$ cat config.mk
export PLATFORM = sky130hd
export DESIGN_NAME = jtag_master_bus_access_unit
export DESIGN_NICKNAME = d
export VERILOG_FILES = /design/src/hdl/jmba_pkg.sv /design/src/hdl/jtag_master_bus_access_unit.sv /design/src/hdl/jmba_front.sv /design/src/hdl/jmba_engine.sv
export SDC_FILE = /design/constraint.sdc
export NUM_CORES = 1
export LEC_CHECK = 0
export BUFFER_PORTS_ARGS = -buffer_cell sky130_fd_sc_hd__buf_2
export CAP_MARGIN = 25
export CORE_MARGIN = 2
export CORE_UTILIZATION = 30
export DETAILED_ROUTE_END_ITERATION = 6
export PLACE_DENSITY = 0.43
export SLEW_MARGIN = 20
export SYNTH_ARGS = -nofsm -noshare
export SYNTH_HDL_FRONTEND = slang
export SYNTH_SLANG_ARGS = --single-unit
$ cat constraint.sdc
create_clock -name clk -period 4.3 [get_ports clk]
set_input_delay 0.43 -clock clk [delete_from_list [all_inputs] [get_ports clk]]
set_output_delay 0.43 -clock clk [all_outputs]
set_load 0.05 [all_outputs]
$ cat src/hdl/jmba_pkg.sv
// Shared types and constants for the JTAG master bus access unit.
package jmba_pkg;

    localparam int CODE_W          = 6;
    localparam int ADDR_W          = 32;
    localparam int DATA_W          = 32;
    localparam int SEND_W          = 35;
    localparam int COUNT_W         = 6;
    localparam int CFG_IDX_W       = 2;
    localparam int IR_BITS_DEFAULT = 6;
    localparam int QDEPTH          = 2;

    localparam logic [1:0]         SIZE_WORD       = 2'h2;
    localparam logic [COUNT_W-1:0] CMD_SHIFT_BITS  = 6'd35;
    localparam logic [COUNT_W-1:0] DATA_SHIFT_BITS = 6'd33;

    localparam logic [CODE_W-1:0] USER1_RESET = 6'd2;
    localparam logic [CODE_W-1:0] USER2_RESET = 6'd3;

    localparam logic [CFG_IDX_W-1:0] CFG_USER1 = 2'd0;
    localparam logic [CFG_IDX_W-1:0] CFG_USER2 = 2'd1;

    typedef struct packed {
        logic              op;
        logic              button_reset;
        logic              tdo_bit;
        logic [ADDR_W-1:0] cmd_address;
        logic              cmd_write;
        logic [DATA_W-1:0] cmd_wdata;
    } in_item_t;

    typedef struct packed {
        logic              trst_n;
        logic              tms_pin;
        logic              tdi_pin;
        logic [DATA_W-1:0] read_word;
        logic              read_ready;
        logic              busy_res;
    } out_item_t;

    typedef enum logic [1:0] {
        KIND_TICK = 2'd0,
        KIND_CMD  = 2'd1,
        KIND_BRST = 2'd2
    } kind_t;

    typedef struct packed {
        kind_t             kind;
        logic              tdo_bit;
        logic [ADDR_W-1:0] cmd_address;
        logic              cmd_write;
        logic [DATA_W-1:0] cmd_wdata;
    } req_t;

    typedef struct packed {
        logic                 we;
        logic [CFG_IDX_W-1:0] index;
        logic [CODE_W-1:0]    data;
    } cfg_wr_t;

    typedef enum logic [7:0] {
        TAP_RESET   = 8'b0000_0001,
        TAP_IDLE    = 8'b0000_0010,
        TAP_SEL_DR  = 8'b0000_0100,
        TAP_SEL_IR  = 8'b0000_1000,
        TAP_CAPTURE = 8'b0001_0000,
        TAP_SHIFT   = 8'b0010_0000,
        TAP_EXIT1   = 8'b0100_0000,
        TAP_UPDATE  = 8'b1000_0000
    } tap_state_t;

endpackage

$ cat src/hdl/jtag_master_bus_access_unit.sv
// Top level of the JTAG master bus access unit: request queue plus TAP sequencer.
//
//   channel   direction  handshake             payload
//   in        request    in_valid / in_stall   in_data  (in_item_t)
//   out       result     out_valid / out_stall out_data (out_item_t)
//   cfg       write      cfg_valid / cfg_ready cfg_index, cfg_data
//
// Every request (tick, command load or button reset) yields exactly one result.
// A request passes from acceptance through the front queue, then through the TAP
// sequencer into the result register; one request per cycle is sustained while
// the result is not stalled.
// Reset puts the TAP sequencer in test-logic-reset with trst_n low, tms/tdi high.
// A stalled result holds the sequencer; the two-entry queue then absorbs
// requests until it fills and raises in_stall.
module jtag_master_bus_access_unit
    import jmba_pkg::*;
#(
    parameter int IR_BITS = IR_BITS_DEFAULT
)
(
    input  logic                 clk,
    input  logic                 rst_n,
    input  logic                 in_valid,
    output logic                 in_stall,
    input  in_item_t             in_data,
    output logic                 out_valid,
    input  logic                 out_stall,
    output out_item_t            out_data,
    input  logic                 cfg_valid,
    output logic                 cfg_ready,
    input  logic [CFG_IDX_W-1:0] cfg_index,
    input  logic [CODE_W-1:0]    cfg_data
);

    logic    q_valid;
    req_t    q_req;
    logic    q_pop;
    cfg_wr_t cfg_wr;

    // User must land configuration writes while idle; unenforced, taken at once.
    assign cfg_ready    = 1'b1;
    assign cfg_wr.we    = cfg_valid;
    assign cfg_wr.index = cfg_index;
    assign cfg_wr.data  = cfg_data;

    // Classify each request and park it until the sequencer is free.
    jmba_front u_front (
        .clk      (clk),
        .rst_n    (rst_n),
        .in_valid (in_valid),
        .in_stall (in_stall),
        .in_data  (in_data),
        .q_valid  (q_valid),
        .q_req    (q_req),
        .q_pop    (q_pop)
    );

    // Advance the TAP one edge per tick, latch commands, register the result.
    jmba_engine #(
        .IR_BITS (IR_BITS)
    ) u_engine (
        .clk       (clk),
        .rst_n     (rst_n),
        .cfg_wr    (cfg_wr),
        .q_valid   (q_valid),
        .q_req     (q_req),
        .q_pop     (q_pop),
        .out_valid (out_valid),
        .out_stall (out_stall),
        .out_data  (out_data)
    );

endmodule

$ cat src/hdl/jmba_front.sv
// Front end: classify incoming requests and hold them in a short queue.
module jmba_front
    import jmba_pkg::*;
(
    input  logic     clk,
    input  logic     rst_n,
    input  logic     in_valid,
    output logic     in_stall,
    input  in_item_t in_data,
    output logic     q_valid,
    output req_t     q_req,
    input  logic     q_pop
);

    localparam int PTR_W = $clog2(QDEPTH);

    req_t             mem_reg [QDEPTH];
    logic [PTR_W-1:0] wr_ptr_reg;
    logic [PTR_W-1:0] wr_ptr_next;
    logic [PTR_W-1:0] rd_ptr_reg;
    logic [PTR_W-1:0] rd_ptr_next;
    logic [PTR_W:0]   count_reg;
    logic [PTR_W:0]   count_next;
    logic             push;
    req_t             req_in;

    always_comb
    begin
        req_in.tdo_bit     = in_data.tdo_bit;
        req_in.cmd_address = in_data.cmd_address;
        req_in.cmd_write   = in_data.cmd_write;
        req_in.cmd_wdata   = in_data.cmd_wdata;
        if (in_data.op)
            req_in.kind = KIND_CMD;
        else if (in_data.button_reset)
            req_in.kind = KIND_BRST;
        else
            req_in.kind = KIND_TICK;
    end

    assign in_stall = (count_reg == (PTR_W+1)'(QDEPTH));
    assign push     = in_valid && !in_stall;
    assign q_valid  = (count_reg != '0);
    assign q_req    = mem_reg[rd_ptr_reg];

    always_comb
    begin
        wr_ptr_next = wr_ptr_reg;
        rd_ptr_next = rd_ptr_reg;
        count_next  = count_reg;
        if (push)
            wr_ptr_next = (wr_ptr_reg == PTR_W'(QDEPTH - 1)) ? '0 : wr_ptr_reg + 1'b1;
        if (q_pop)
            rd_ptr_next = (rd_ptr_reg == PTR_W'(QDEPTH - 1)) ? '0 : rd_ptr_reg + 1'b1;
        if (push && !q_pop)
            count_next = count_reg + 1'b1;
        else if (!push && q_pop)
            count_next = count_reg - 1'b1;
    end

    always_ff @(posedge clk or negedge rst_n)
    begin
        if (!rst_n)
        begin
            wr_ptr_reg <= '0;
            rd_ptr_reg <= '0;
            count_reg  <= '0;
        end
        else
        begin
            wr_ptr_reg <= wr_ptr_next;
            rd_ptr_reg <= rd_ptr_next;
            count_reg  <= count_next;
        end
    end

    always_ff @(posedge clk)
    begin
        if (push)
            mem_reg[wr_ptr_reg] <= req_in;
    end

endmodule

$ cat src/hdl/jmba_engine.sv
// Back end: TAP controller sequencer, shift registers and result register.
module jmba_engine
    import jmba_pkg::*;
#(
    parameter int IR_BITS = IR_BITS_DEFAULT
)
(
    input  logic      clk,
    input  logic      rst_n,
    input  cfg_wr_t   cfg_wr,
    input  logic      q_valid,
    input  req_t      q_req,
    output logic      q_pop,
    output logic      out_valid,
    input  logic      out_stall,
    output out_item_t out_data
);

    logic [CODE_W-1:0]  user1_reg;
    logic [CODE_W-1:0]  user2_reg;
    tap_state_t         tap_reg, tap_next;
    logic               in_ir_reg, in_ir_next;
    logic               sel2_reg, sel2_next;
    logic [SEND_W-1:0]  send_reg, send_next;
    logic [DATA_W-1:0]  capture_reg, capture_next;
    logic [DATA_W-1:0]  captured_reg, captured_next;
    logic               ready_reg, ready_next;
    logic [COUNT_W-1:0] bits_reg, bits_next;
    logic               pending_reg, pending_next;
    logic [ADDR_W-1:0]  addr_reg, addr_next;
    logic               write_reg, write_next;
    logic [DATA_W-1:0]  wdata_reg, wdata_next;
    logic               trst_reg, trst_next;
    logic               tms_reg, tms_next;
    logic               tdi_reg, tdi_next;
    logic               out_valid_reg, out_valid_next;
    out_item_t          out_reg, out_next;
    logic               data_phase;

    assign q_pop      = q_valid && (!out_valid_reg || !out_stall);
    assign out_valid  = out_valid_reg;
    assign out_data   = out_reg;
    assign data_phase = !in_ir_reg && sel2_reg;

    always_comb
    begin
        tap_next      = tap_reg;
        in_ir_next    = in_ir_reg;
        sel2_next     = sel2_reg;
        send_next     = send_reg;
        capture_next  = capture_reg;
        captured_next = captured_reg;
        ready_next    = ready_reg;
        bits_next     = bits_reg;
        pending_next  = pending_reg;
        addr_next     = addr_reg;
        write_next    = write_reg;
        wdata_next    = wdata_reg;
        trst_next     = trst_reg;
        tms_next      = tms_reg;
        tdi_next      = tdi_reg;

        if (q_pop)
        begin
            unique case (q_req.kind)
                KIND_CMD:
                begin
                    // drop the command while an access is still running
                    if (!pending_reg)
                    begin
                        addr_next    = q_req.cmd_address;
                        write_next   = q_req.cmd_write;
                        wdata_next   = q_req.cmd_wdata;
                        pending_next = 1'b1;
                    end
                end
                KIND_BRST:
                begin
                    tap_next     = TAP_RESET;
                    trst_next    = 1'b0;
                    tms_next     = 1'b1;
                    tdi_next     = 1'b1;
                    pending_next = 1'b0;
                    ready_next   = 1'b0;
                end
                KIND_TICK:
                begin
                    trst_next = 1'b1;
                    tdi_next  = 1'b1;
                    if (tap_reg == TAP_SHIFT)
                    begin
                        tdi_next  = send_reg[0];
                        send_next = send_reg >> 1;
                    end
                    if (data_phase && tap_reg == TAP_SHIFT)
                        capture_next = {q_req.tdo_bit, capture_reg[DATA_W-1:1]};
                    if (data_phase && tap_reg == TAP_UPDATE)
                    begin
                        ready_next    = 1'b1;
                        captured_next = capture_reg;
                    end

                    unique case (tap_reg)
                        TAP_RESET:
                        begin
                            tms_next = 1'b0;
                            tap_next = TAP_IDLE;
                        end
                        TAP_IDLE:
                        begin
                            tms_next = pending_reg;
                            if (pending_reg)
                            begin
                                tap_next   = TAP_SEL_DR;
                                sel2_next  = 1'b0;
                                in_ir_next = 1'b1;
                            end
                        end
                        TAP_SEL_DR:
                        begin
                            tms_next = in_ir_reg;
                            tap_next = in_ir_reg ? TAP_SEL_IR : TAP_CAPTURE;
                        end
                        TAP_SEL_IR:
                        begin
                            tms_next = 1'b0;
                            tap_next = TAP_CAPTURE;
                        end
                        TAP_CAPTURE:
                        begin
                            if (in_ir_reg)
                                send_next = SEND_W'(sel2_reg ? user2_reg : user1_reg);
                            else if (!sel2_reg)
                                send_next = {write_reg, SIZE_WORD, addr_reg};
                            else
                                send_next = {3'b001, wdata_reg};
                            tms_next = 1'b0;
                            tap_next = TAP_SHIFT;
                            if (in_ir_reg)
                                bits_next = COUNT_W'(IR_BITS);
                            else if (!sel2_reg)
                                bits_next = CMD_SHIFT_BITS;
                            else
                                bits_next = DATA_SHIFT_BITS;
                        end
                        TAP_SHIFT:
                        begin
                            if (bits_reg > COUNT_W'(1))
                            begin
                                bits_next = bits_reg - 1'b1;
                                tms_next  = 1'b0;
                            end
                            else
                            begin
                                bits_next = '0;
                                tms_next  = 1'b1;
                                tap_next  = TAP_EXIT1;
                            end
                        end
                        TAP_EXIT1:
                        begin
                            tms_next = 1'b1;
                            tap_next = TAP_UPDATE;
                        end
                        TAP_UPDATE:
                        begin
                            if (in_ir_reg)
                            begin
                                in_ir_next = 1'b0;
                                tms_next   = 1'b1;
                                tap_next   = TAP_SEL_DR;
                            end
                            else if (!sel2_reg)
                            begin
                                in_ir_next = 1'b1;
                                sel2_next  = 1'b1;
                                tms_next   = 1'b1;
                                tap_next   = TAP_SEL_DR;
                            end
                            else
                            begin
                                tms_next     = 1'b0;
                                tap_next     = TAP_IDLE;
                                pending_next = 1'b0;
                            end
                        end
                        default:
                        begin
                            tap_next = TAP_RESET;
                        end
                    endcase
                end
                default:
                begin
                    tap_next = tap_reg;
                end
            endcase
        end

        out_next.trst_n     = trst_next;
        out_next.tms_pin    = tms_next;
        out_next.tdi_pin    = tdi_next;
        out_next.read_word  = captured_next;
        out_next.read_ready = ready_next;
        out_next.busy_res   = pending_next;

        if (q_pop)
            out_valid_next = 1'b1;
        else
            out_valid_next = out_valid_reg && out_stall;
    end

    always_ff @(posedge clk or negedge rst_n)
    begin
        if (!rst_n)
        begin
            user1_reg     <= USER1_RESET;
            user2_reg     <= USER2_RESET;
            tap_reg       <= TAP_RESET;
            in_ir_reg     <= 1'b0;
            sel2_reg      <= 1'b0;
            capture_reg   <= '0;
            captured_reg  <= '0;
            ready_reg     <= 1'b0;
            bits_reg      <= '0;
            pending_reg   <= 1'b0;
            addr_reg      <= '0;
            write_reg     <= 1'b0;
            wdata_reg     <= '0;
            trst_reg      <= 1'b0;
            tms_reg       <= 1'b1;
            tdi_reg       <= 1'b1;
            out_valid_reg <= 1'b0;
        end
        else
        begin
            if (cfg_wr.we)
            begin
                case (cfg_wr.index)
                    CFG_USER1: user1_reg <= cfg_wr.data;
                    CFG_USER2: user2_reg <= cfg_wr.data;
                    default:   user1_reg <= user1_reg;
                endcase
            end
            tap_reg       <= tap_next;
            in_ir_reg     <= in_ir_next;
            sel2_reg      <= sel2_next;
            capture_reg   <= capture_next;
            captured_reg  <= captured_next;
            ready_reg     <= ready_next;
            bits_reg      <= bits_next;
            pending_reg   <= pending_next;
            addr_reg      <= addr_next;
            write_reg     <= write_next;
            wdata_reg     <= wdata_next;
            trst_reg      <= trst_next;
            tms_reg       <= tms_next;
            tdi_reg       <= tdi_next;
            out_valid_reg <= out_valid_next;
        end
    end

    always_ff @(posedge clk)
    begin
        send_reg <= send_next;
        if (q_pop)
            out_reg <= out_next;
    end

endmodule

==> results of run 1 <==
==> power groups by stage <==
| stage | logic, uW | registers [uW] | clock network (uW) |
|---|---|---|---|
| after floorplan | 1460 | 5430 | 0 |
| after global placement | 2390 | 5220 | 0 |
| after detailed placement | 2400 | 5230 | 0 |
| after CTS | 2420 | 5160 | 3690 |
| after global routing | 2610 | 5250 | 3840 |
| final | 2340 | 5140 | 3540 |
==> per-stage QoR <==
stage               total power [uW]  setup WS, ns
floorplan                       6880         0.320
global placement                7610          1.24
detailed placement              7630          1.23
CTS                            11300          1.24
global route                   11700          1.08
finish                         11000          1.30
==> cell families (layout without fill, tap and decap cells) <==
family	after synthesis	after routing	share of synthesized area
flops	375	375	0.716
mux	185	185	0.139
simple gates	166	166	0.0552
compound gates	142	142	0.0598
buf+inv	67	228	0.0218
xor+xnor	9	9	0.00541
fa+ha+maj	3	3	0.00257
other cells	1	2	0.000257
==> path summary, 6_finish.rpt <==
kind,endpoint,cells after the start,slack (ns)
max,u_engine.out_data[33],6,1.30
min,u_front.mem_reg[0][51],1,0.06
max reg2reg,u_engine.out_data[33],6,1.30
min reg2reg,u_engine.captured_reg[0],1,0.48
max in group asynchronous,u_engine.user2_reg[1],3,2.77
min in group asynchronous,u_engine.capture_reg[4],2,0.51
==> cell type report <==
cell class	count	area [um^2]
Fill cell	4589	30600
Clock buffer	62	1240
Sequential cell	375	10400
Clock inverter	16	133
Timing Repair Buffer	134	744
Multi-Input combinational cell	506	3870
Tap cell	615	769
Inverter	16	60.1
Antenna cell	1	2.50
==> worst register-to-register path, cell delays in order, from the launching register on <==
cell     delay [ns]
dfrtp_2        0.71
inv_1          0.30
nand2_1        0.16
or2_1          0.30
nor2_4         0.53
buf_4          0.37
mux2_2         0.38
==> cells in the mapped netlist (all sizes together) (10+ instances only) <==
cell,count
o31ai,28
clkbuf,27
mux2i,94
nor3,10
nand2,39
mux2,85
edfxtp,208
nor2,84
o21ai,15
buf,24
a21oi,73
dfrtp,161
inv,16
==> per-layer routing <==
metal,vias up,global-route usage
met5,-,0
met4,0,0.0449
met3,52,0.0253
met2,147,0.189
met1,3914,0.162
li1,3780,-
==> what timing repair did <==
| action | CTS | global route |
|---|---|---|
| gates resized for setup | 0 | 0 |
| hold buffers | 1 | 0 |
| endpoints found under the hold margin | 73 | 0 |
==> results.tsv, run 1 <==
metric	value	unit
outcome	completed	
drive_gt1_frac	0.280	
cts_sinks	375	
critical_path_class	register to register	
grt_use_total	0.120	
synthArstFlopShare	0.445	
p_int	7620	uW
critPathLaunchType	register	
dpl.cell_count	1645	
first_pass_iters	6	
cp.required	4.60	ns
synth_top_area_share	0.428	
root_buffer	clkbuf_16	
clk_latency	0.56	ns
synth_area_per_cell	15.4	um^2
drc	0	
mostFrequentLayoutCell	edfxtp_1	
ant_nets	0	
yosysWarnings	0	
grt_setup_unrepaired	no	
critical-path-max-stage-delay	0.71	ns
netlist_instances	948	
timing.rr.start	u_engine.in_ir_reg	
drv_slew	0	
areaGrowthSynthToFinish	18.4	%
cts_tree	built	
synth_nets	1032	
final.setup_skew	0.0126	ns
vias_per_cell	4.58	
cts.clk_slew.worst_paths	0.06	ns
gp_congestion	0.769	
nNetsFinal	1160	
drt-met1-wl	13.5	mm
dpl_cell_area	15900	um^2
wirelength	29.2	mm
fin_cells	1725	
start_util	0.305	
slew_headroom	0.378	
wl_per_cell	16.9	um
setup_viol	0	
wl_met3	1.43	mm
drt_iter0_drc	393	
port_buffers	119	
place_hpwl	17.2	mm
holdWs	0.0614	ns
path_buf_inv	2	
most-common-layout-cells	208 x edfxtp_1, 158 x dfrtp_1, 118 x buf_2	
route.vias.total	7893	
hold_violations	0	
min_from	in_data[51]	
crit_start	u_engine.in_ir_reg	
yosysTopAreaCell	edfxtp_1	
highest_layer	met4	
syn_area	14600	um^2
crit_chain	inv_1 -> nand2_1 -> or2_1 -> nor2_4 -> buf_4 -> mux2_2	
clk_path_buf_depth	3	
power_leakage	0.00693	uW
power_density	639	nW/um^2
max_clock_freq	0.334	GHz
cts_max_level	2	
seqPwrFrac	0.466	
die_area	50400	um^2
design_area	17300	um^2
final.setup.tns	0	ns
finalCritPeriodShare	0.697	
hp-class	input port to register	
share_comb_of_total_power	0.213	
fin_crit	3.00	ns
synth_ff_type	edfxtp_1	
ios	121	
rows	80	
worst_path_max_delay_cell	dfrtp_2	
cts_made_buffers	43	
tightest_slew	0.933	ns
fp.dieW	224	um
crit_arrival	3.30	ns
utilization	0.361	
yosysSeqAreaShare	0.716	
crit_family	simple AND/OR/NAND/NOR gates	
grt_overflow_total	0	
grt_pass1_wl	47.1	mm
postCtsSetupBuffers	0	
p_clk_frac	0.321	
ir_worst_vdd	326	uV
dieHeight	224	um
netSwitchingFraction	0.309	
largest_reg_flops	136	
synth_seq_cells	375	
synth.distinct_cells	60	
p_sw	3400	uW
dr_wl_met2	13.4	mm
crit_path_end_kind	register	
grt_max_degree	131	
cp_max_fo	41	
grt_pass1_vias	8219	
maxCapViolations	0	
core	47800	um^2
antenna_found_initial	1	
synthTopCellsByArea	edfxtp_1 43%, dfrtp_1 28%, mux2i_1 6.5%, mux2_2 6.2%, a21oi_1 2.5%	
synth_edf_count	208	
Power figures use the tool's default switching activity.
==> inputs of run 2 (changes only) <==
clock period = 2.9 ns   (was 4.3 ns; I/O delays follow)
==> run 2 against run 1 <==
Against the previous run: clock power rose by 43%; first-iteration DRC count up 1.5%; critical path depth stayed put; count of clock-buffer cells in the layout is 9 higher; worst hold slack improved by 0.080 ns; clock skew up 0.0053 ns; combinational power grew 62%; maximum frequency increased by 26%; critical endpoint is now u_engine.out_data[12].
==> results.tsv, run 2 (synthesized netlist as in run 1, its figures left out) <==
metric	value	unit	change
cts_max_level	2		unchanged
drive_gt1_frac	0.262		-0.0183
ir_worst_vdd	416	uV	+28%
grt_use_total	0.121		+0.000999
worst_path_max_delay_cell	dfrtp_1		
root_buffer	clkbuf_16		
rows	80		unchanged
drv_slew	0		unchanged
setup_viol	0		unchanged
post_cts_resized	0		unchanged
start_util	0.305		unchanged
drt_iter0_drc	399		+1.5%
place_ws	0.550	ns	-0.684 ns
grt_pass1_vias	8455		+2.9%
final.setup.tns	0	ns	unchanged
crit_family	simple AND/OR/NAND/NOR gates		
drc	0		unchanged
dpl.cell_count	1654		+0.55%
place_hpwl	17.6	mm	+2.6%
finalCritPeriodShare	0.820		+0.123
largest_reg_flops	136		unchanged
ios	121		unchanged
power_density	902	nW/um^2	+41%
crit_chain	nor4_4 -> nand4_1 -> or2_1 -> nor2_4 -> buf_12 -> mux2_2		
cts_tree	built		
cp_max_fo	32		-22%
cp.required	3.19	ns	-1.41 ns
port_buffers	119		unchanged
grt_overflow_total	0		unchanged
die_area	50400	um^2	unchanged
fp.dieW	224	um	unchanged
vias_per_cell	4.53		-1.1%
areaGrowthSynthToFinish	24.2	%	
outcome	completed		
crit_path_end_kind	register		
max_clock_freq	0.421	GHz	+26%
tightest_slew	0.794	ns	-0.139 ns
critPathLaunchType	register		
clk_path_buf_depth	3		unchanged
most-common-layout-cells	208 x edfxtp_1, 158 x dfrtp_1, 118 x buf_2		
holdWs	0.142	ns	+0.0802 ns
ant_nets	0		unchanged
critical-path-max-stage-delay	0.51	ns	-0.20 ns
hold_violations	0		unchanged
grt_max_degree	77		-41%
dieHeight	224	um	unchanged
final.setup_skew	0.0179	ns	+0.00529 ns
cts.clk_slew.worst_paths	0.06	ns	about the same
fin_cells	1810		+4.9%
first_pass_iters	4		-2
power_leakage	0.00726	uW	+4.8%
mostFrequentLayoutCell	edfxtp_1		
wirelength	29.9	mm	+2.4%
hp-class	input port to register		
grt_pass1_wl	47.5	mm	+0.91%
crit_arrival	2.67	ns	-0.63 ns
clk_latency	0.56	ns	about the same
core	47800	um^2	unchanged
cts_made_buffers	43		unchanged
critical_path_class	register to register		
maxCapViolations	0		unchanged
slew_headroom	0.471		+0.0928
path_buf_inv	1		-1
gp_congestion	0.794		+3.2%
setup_slack	0.523	ns	-0.780 ns
route.vias.total	8191		+3.8%
wl_per_cell	16.5	um	-2.4%
grt_setup_unrepaired	no		
postCtsSetupBuffers	0		unchanged
fin_crit	2.38	ns	-0.620 ns
nNetsFinal	1243		+7.2%
antenna_found_initial	1		unchanged
cts_sinks	375		unchanged
-- run 2: cell types whose count changed in the layout (fill, tap and decap cells not counted), moves of 2 or more --
cell,delta
clkinvlp_4,+2
buf_4,+2
clkinv_1,-4
clkinv_2,-4
buf_12,+7
bufinv_16,-2
clkbuf_1,+12
clkbuf_8,-4
dlygate4sd3_1,+74
-- run 2: cell type report --
type                       count  area, um^2
fill                        4565       29700
sequential                   375       10400
multi-input combinational    506        3870
timing repair buffer         217        1640
clock buffer                  71        1250
tap                          615         769
clock inverter                 9        70.1
inverter                      16        63.8
antenna                        1        2.50
-- run 2: worst min-delay path, stage by stage --
cell     delay (ns)
buf_2          0.10
nand2_1        0.16
xnor2_1        0.10
-- run 2: metal layers --
| metal | wire (um) | part of all wire | GRT usage | up-vias |
|---|---|---|---|---|
| li1 | - | - | - | 3944 |
| met1 | 13700 | 0.46 | 0.158 | 4052 |
| met2 | 14200 | 0.48 | 0.198 | 140 |
| met3 | 1180 | 0.039 | 0.0259 | 55 |
| met4 | 789 | 0.026 | 0.0436 | 0 |
| met5 | 0 | 0 | 0 | - |
-- run 2: worst paths after layout --
check	start	end	slack (ns)	depth (start not counted)
min in group asynchronous	rst_n	u_engine.out_valid	0.31	2
hold / removal	in_valid	u_front.wr_ptr_reg	0.14	3
hold reg to reg	u_engine.tms_reg	u_engine.tms_reg	0.48	2
max in group asynchronous	rst_n	u_engine.wdata_reg[28]	1.80	3
setup / recovery	u_engine.tap_reg[4]	u_engine.out_data[12]	0.52	6
setup reg to reg	u_engine.tap_reg[4]	u_engine.out_data[12]	0.52	6
-- run 2: where the power goes --
part           internal (uW)  switching, uW  total (uW)
Sequential              6990            494        7480
Clock                   2960           2110        5070
Combinational           1310           2470        3790
-- run 2: timing repair --
item / CTS / global route
hold buffers: 75 / 0
hold endpoints to repair: 218 / 0
endpoints found under the setup margin: 0 / 0
-- run 2: metrics by stage --
step / util / cell area (um^2) / power, uW
3_5_place_dp: 0.335 / 16000 / 11400
3_3_place_gp: 0.335 / 16000 / 11400
4_1_cts: 0.378 / 18100 / 16700
5_1_grt: 0.379 / 18100 / 17400
2_1_floorplan: - / 14600 / 10200
6_report: 0.379 / 18100 / 16300
==> inputs of run 3 (changes only) <==
clock period = 2.2 ns   (was 2.9 ns; I/O delays follow)
==> run 3 against run 2 <==
Against the previous run: the flow now finishes with violations (negative setup slack); via count increased by 1.8%; critical path depth up 1; die area unchanged; worst hold slack lost 0.091 ns; setup slack lost 0.54 ns; flip-flop and latch count unchanged; clock skew is 0.0078 ns lower; count of clock-buffer cells in the layout down 10; sequential power increased by 32%; clock power rose by 38%; combinational power increased by 37%; highest routed layer unchanged.
==> results.tsv, run 3 (synthesized netlist as in run 1, its figures left out) <==
metric	value	unit	change
drive_gt1_frac	0.293		+0.0313
antenna_found_initial	1		unchanged
drc	0		unchanged
die_area	50400	um^2	unchanged
clk_latency	0.56	ns	about the same
ios	121		unchanged
grt_overflow_total	0		unchanged
grt_pass1_vias	8428		-0.32%
maxCapViolations	0		unchanged
violations	negative setup slack		
mostFrequentLayoutCell	edfxtp_1		
cp_max_fo	8		-75%
design_area	18600	um^2	+2.7%
setup_slack	-0.0188	ns	-0.542 ns
fin_crit	2.22	ns	-0.158 ns
crit_chain	nor4_4 -> nand4_1 -> or2_4 -> nor2_4 -> buf_4 -> clkbuf_16 -> mux2_2		
p_int	15200	uW	+35%
most-common-layout-cells	208 x edfxtp_1, 157 x dfrtp_1, 118 x buf_2		
cts.clk_slew.worst_paths	0.06	ns	about the same
final.setup_skew	0.0101	ns	-0.00777 ns
cts_max_level	2		unchanged
areaGrowthSynthToFinish	27.6	%	
max_clock_freq	0.451	GHz	+7.1%
grt_max_degree	63		-18%
hp-class	input port to register		
crit_start	u_engine.tap_reg[3]		
root_buffer	clkbuf_16		
nNetsFinal	1276		+2.7%
start_util	0.305		unchanged
dpl_cell_area	16300	um^2	+1.8%
critical_path_class	register to register		
fin_cells	1843		+1.8%
hold_violations	0		unchanged
largest_reg_flops	136		unchanged
cts_made_buffers	44		+2.3%
netSwitchingFraction	0.310		-0.00143
holdWs	0.0505	ns	-0.0912 ns
port_buffers	119		unchanged
first_pass_iters	5		+1
crit_path_end_kind	register		
met3_usage	0.0263		+0.000392
worst_path_max_delay_cell	dfrtp_1		
cp.required	2.51	ns	-0.68 ns
p_sw	6830	uW	+34%
setup_viol	15		+15
critPathLaunchType	register		
grt_pass1_wl	47.9	mm	+0.81%
drv_slew	0		unchanged
place_ws	0.0346	ns	-0.516 ns
grt_setup_unrepaired	yes		
dpl.cell_count	1681		+1.6%
seqPwrFrac	0.447		-0.011
top_usage_layer	met2		
drt_iter0_drc	405		+1.5%
cts_tree	built		
crit_arrival	2.53	ns	-0.14 ns
core	47800	um^2	unchanged
ant_nets	0		unchanged
route.vias.total	8340		+1.8%
place_hpwl	18.1	mm	+2.8%
rows	80		unchanged
outcome	complete, but fails checks		
finalCritPeriodShare	1.01		+0.189
slew_headroom	0.613		+0.143
wirelength	30.2	mm	+0.90%
tightest_slew	0.580	ns	-0.214 ns
cts_sinks	375		unchanged
wl_per_cell	16.4	um	-0.90%
dieHeight	224	um	unchanged
met2_usage	0.191		-0.00689
power_leakage	0.00752	uW	+3.6%
clk_path_buf_depth	3		unchanged
gp_congestion	0.793		-0.11%
timing.rr.start	u_engine.tap_reg[3]		
use_met1	0.165		+0.00700
min_from	in_data[66]		
p_clk_frac	0.318		+0.008
ir_worst_vdd	570	uV	+37%
fp.dieW	224	um	unchanged
share_comb_of_total_power	0.235		+0.003
power_density	1190	nW/um^2	+31%
vias_per_cell	4.53		about the same
critical-path-max-stage-delay	0.41	ns	-0.10 ns
grt_use_total	0.121		+0.000752
p_total	22100	uW	+35%
## run 3: cell count changes in the layout (fill, tap and decap cells not counted), moves of 6 or more
cell,change
buf_12,+6
mux2_4,+16
buf_4,+23
mux2_2,-13
clkbuf_1,-14
clkinv_1,+6
clkinv_2,+6
## run 3: final timing paths
check / to / slack [ns] / cells past startpoint
min: u_front.mem_reg[0][67] / 0.05 / 2
min in group asynchronous: u_front.count_reg[1] / 0.23 / 2
max: u_engine.out_data[26] / -0.02 / 7
min reg2reg: u_engine.trst_reg / 0.48 / 2
max reg2reg: u_engine.out_data[26] / -0.02 / 7
max in group asynchronous: u_engine.captured_reg[18] / 1.25 / 3
## run 3: critical path, delay by kind of cell (launching register included)
kind | cells | cell delay, ns
flops | 1 | 0.41
simple gates | 4 | 0.88
buf+inv | 2 | 0.32
mux | 1 | 0.35
## run 3: final cells by class
type	count	area (um^2)
fill	4521	29200
sequential	375	10400
multi-input combinational	506	3950
timing repair buffer	249	1980
clock buffer	61	1270
tap	615	769
clock inverter	20	136
inverter	16	63.8
antenna	1	2.50
## run 3: per-stage QoR
| step | TNS (ns) | util |
|---|---|---|
| floorplan | -19.22 | - |
| global placement | 0 | 0.341 |
| detailed placement | 0 | 0.341 |
| CTS | 0 | 0.386 |
| global route | -3.55 | 0.389 |
| finish | -0.120 | 0.389 |
## run 3: timing repair
item | in CTS | in global routing
endpoints found under the hold margin | 204 | 0
hold buffers | 76 | 0
setup endpoints to repair | 0 | 33
gates resized for setup | 0 | 18
setup buffers | 0 | 2
## run 3: power groups by stage
stage                     Sequential [uW]  Combinational (uW)  Clock (uW)
after floorplan                     10600                2880           0
after global placement              10000                5210           0
after detailed placement            10000                5210           0
after CTS                            9880                5340        7300
after global routing                10000                5740        7600
final                                9860                5190        7020
## run 3: layer usage
layer	vias to the layer above	share of wire
li1	4009	-
met1	4121	0.47
met2	152	0.46
met3	58	0.041
met4	0	0.026
met5	-	0
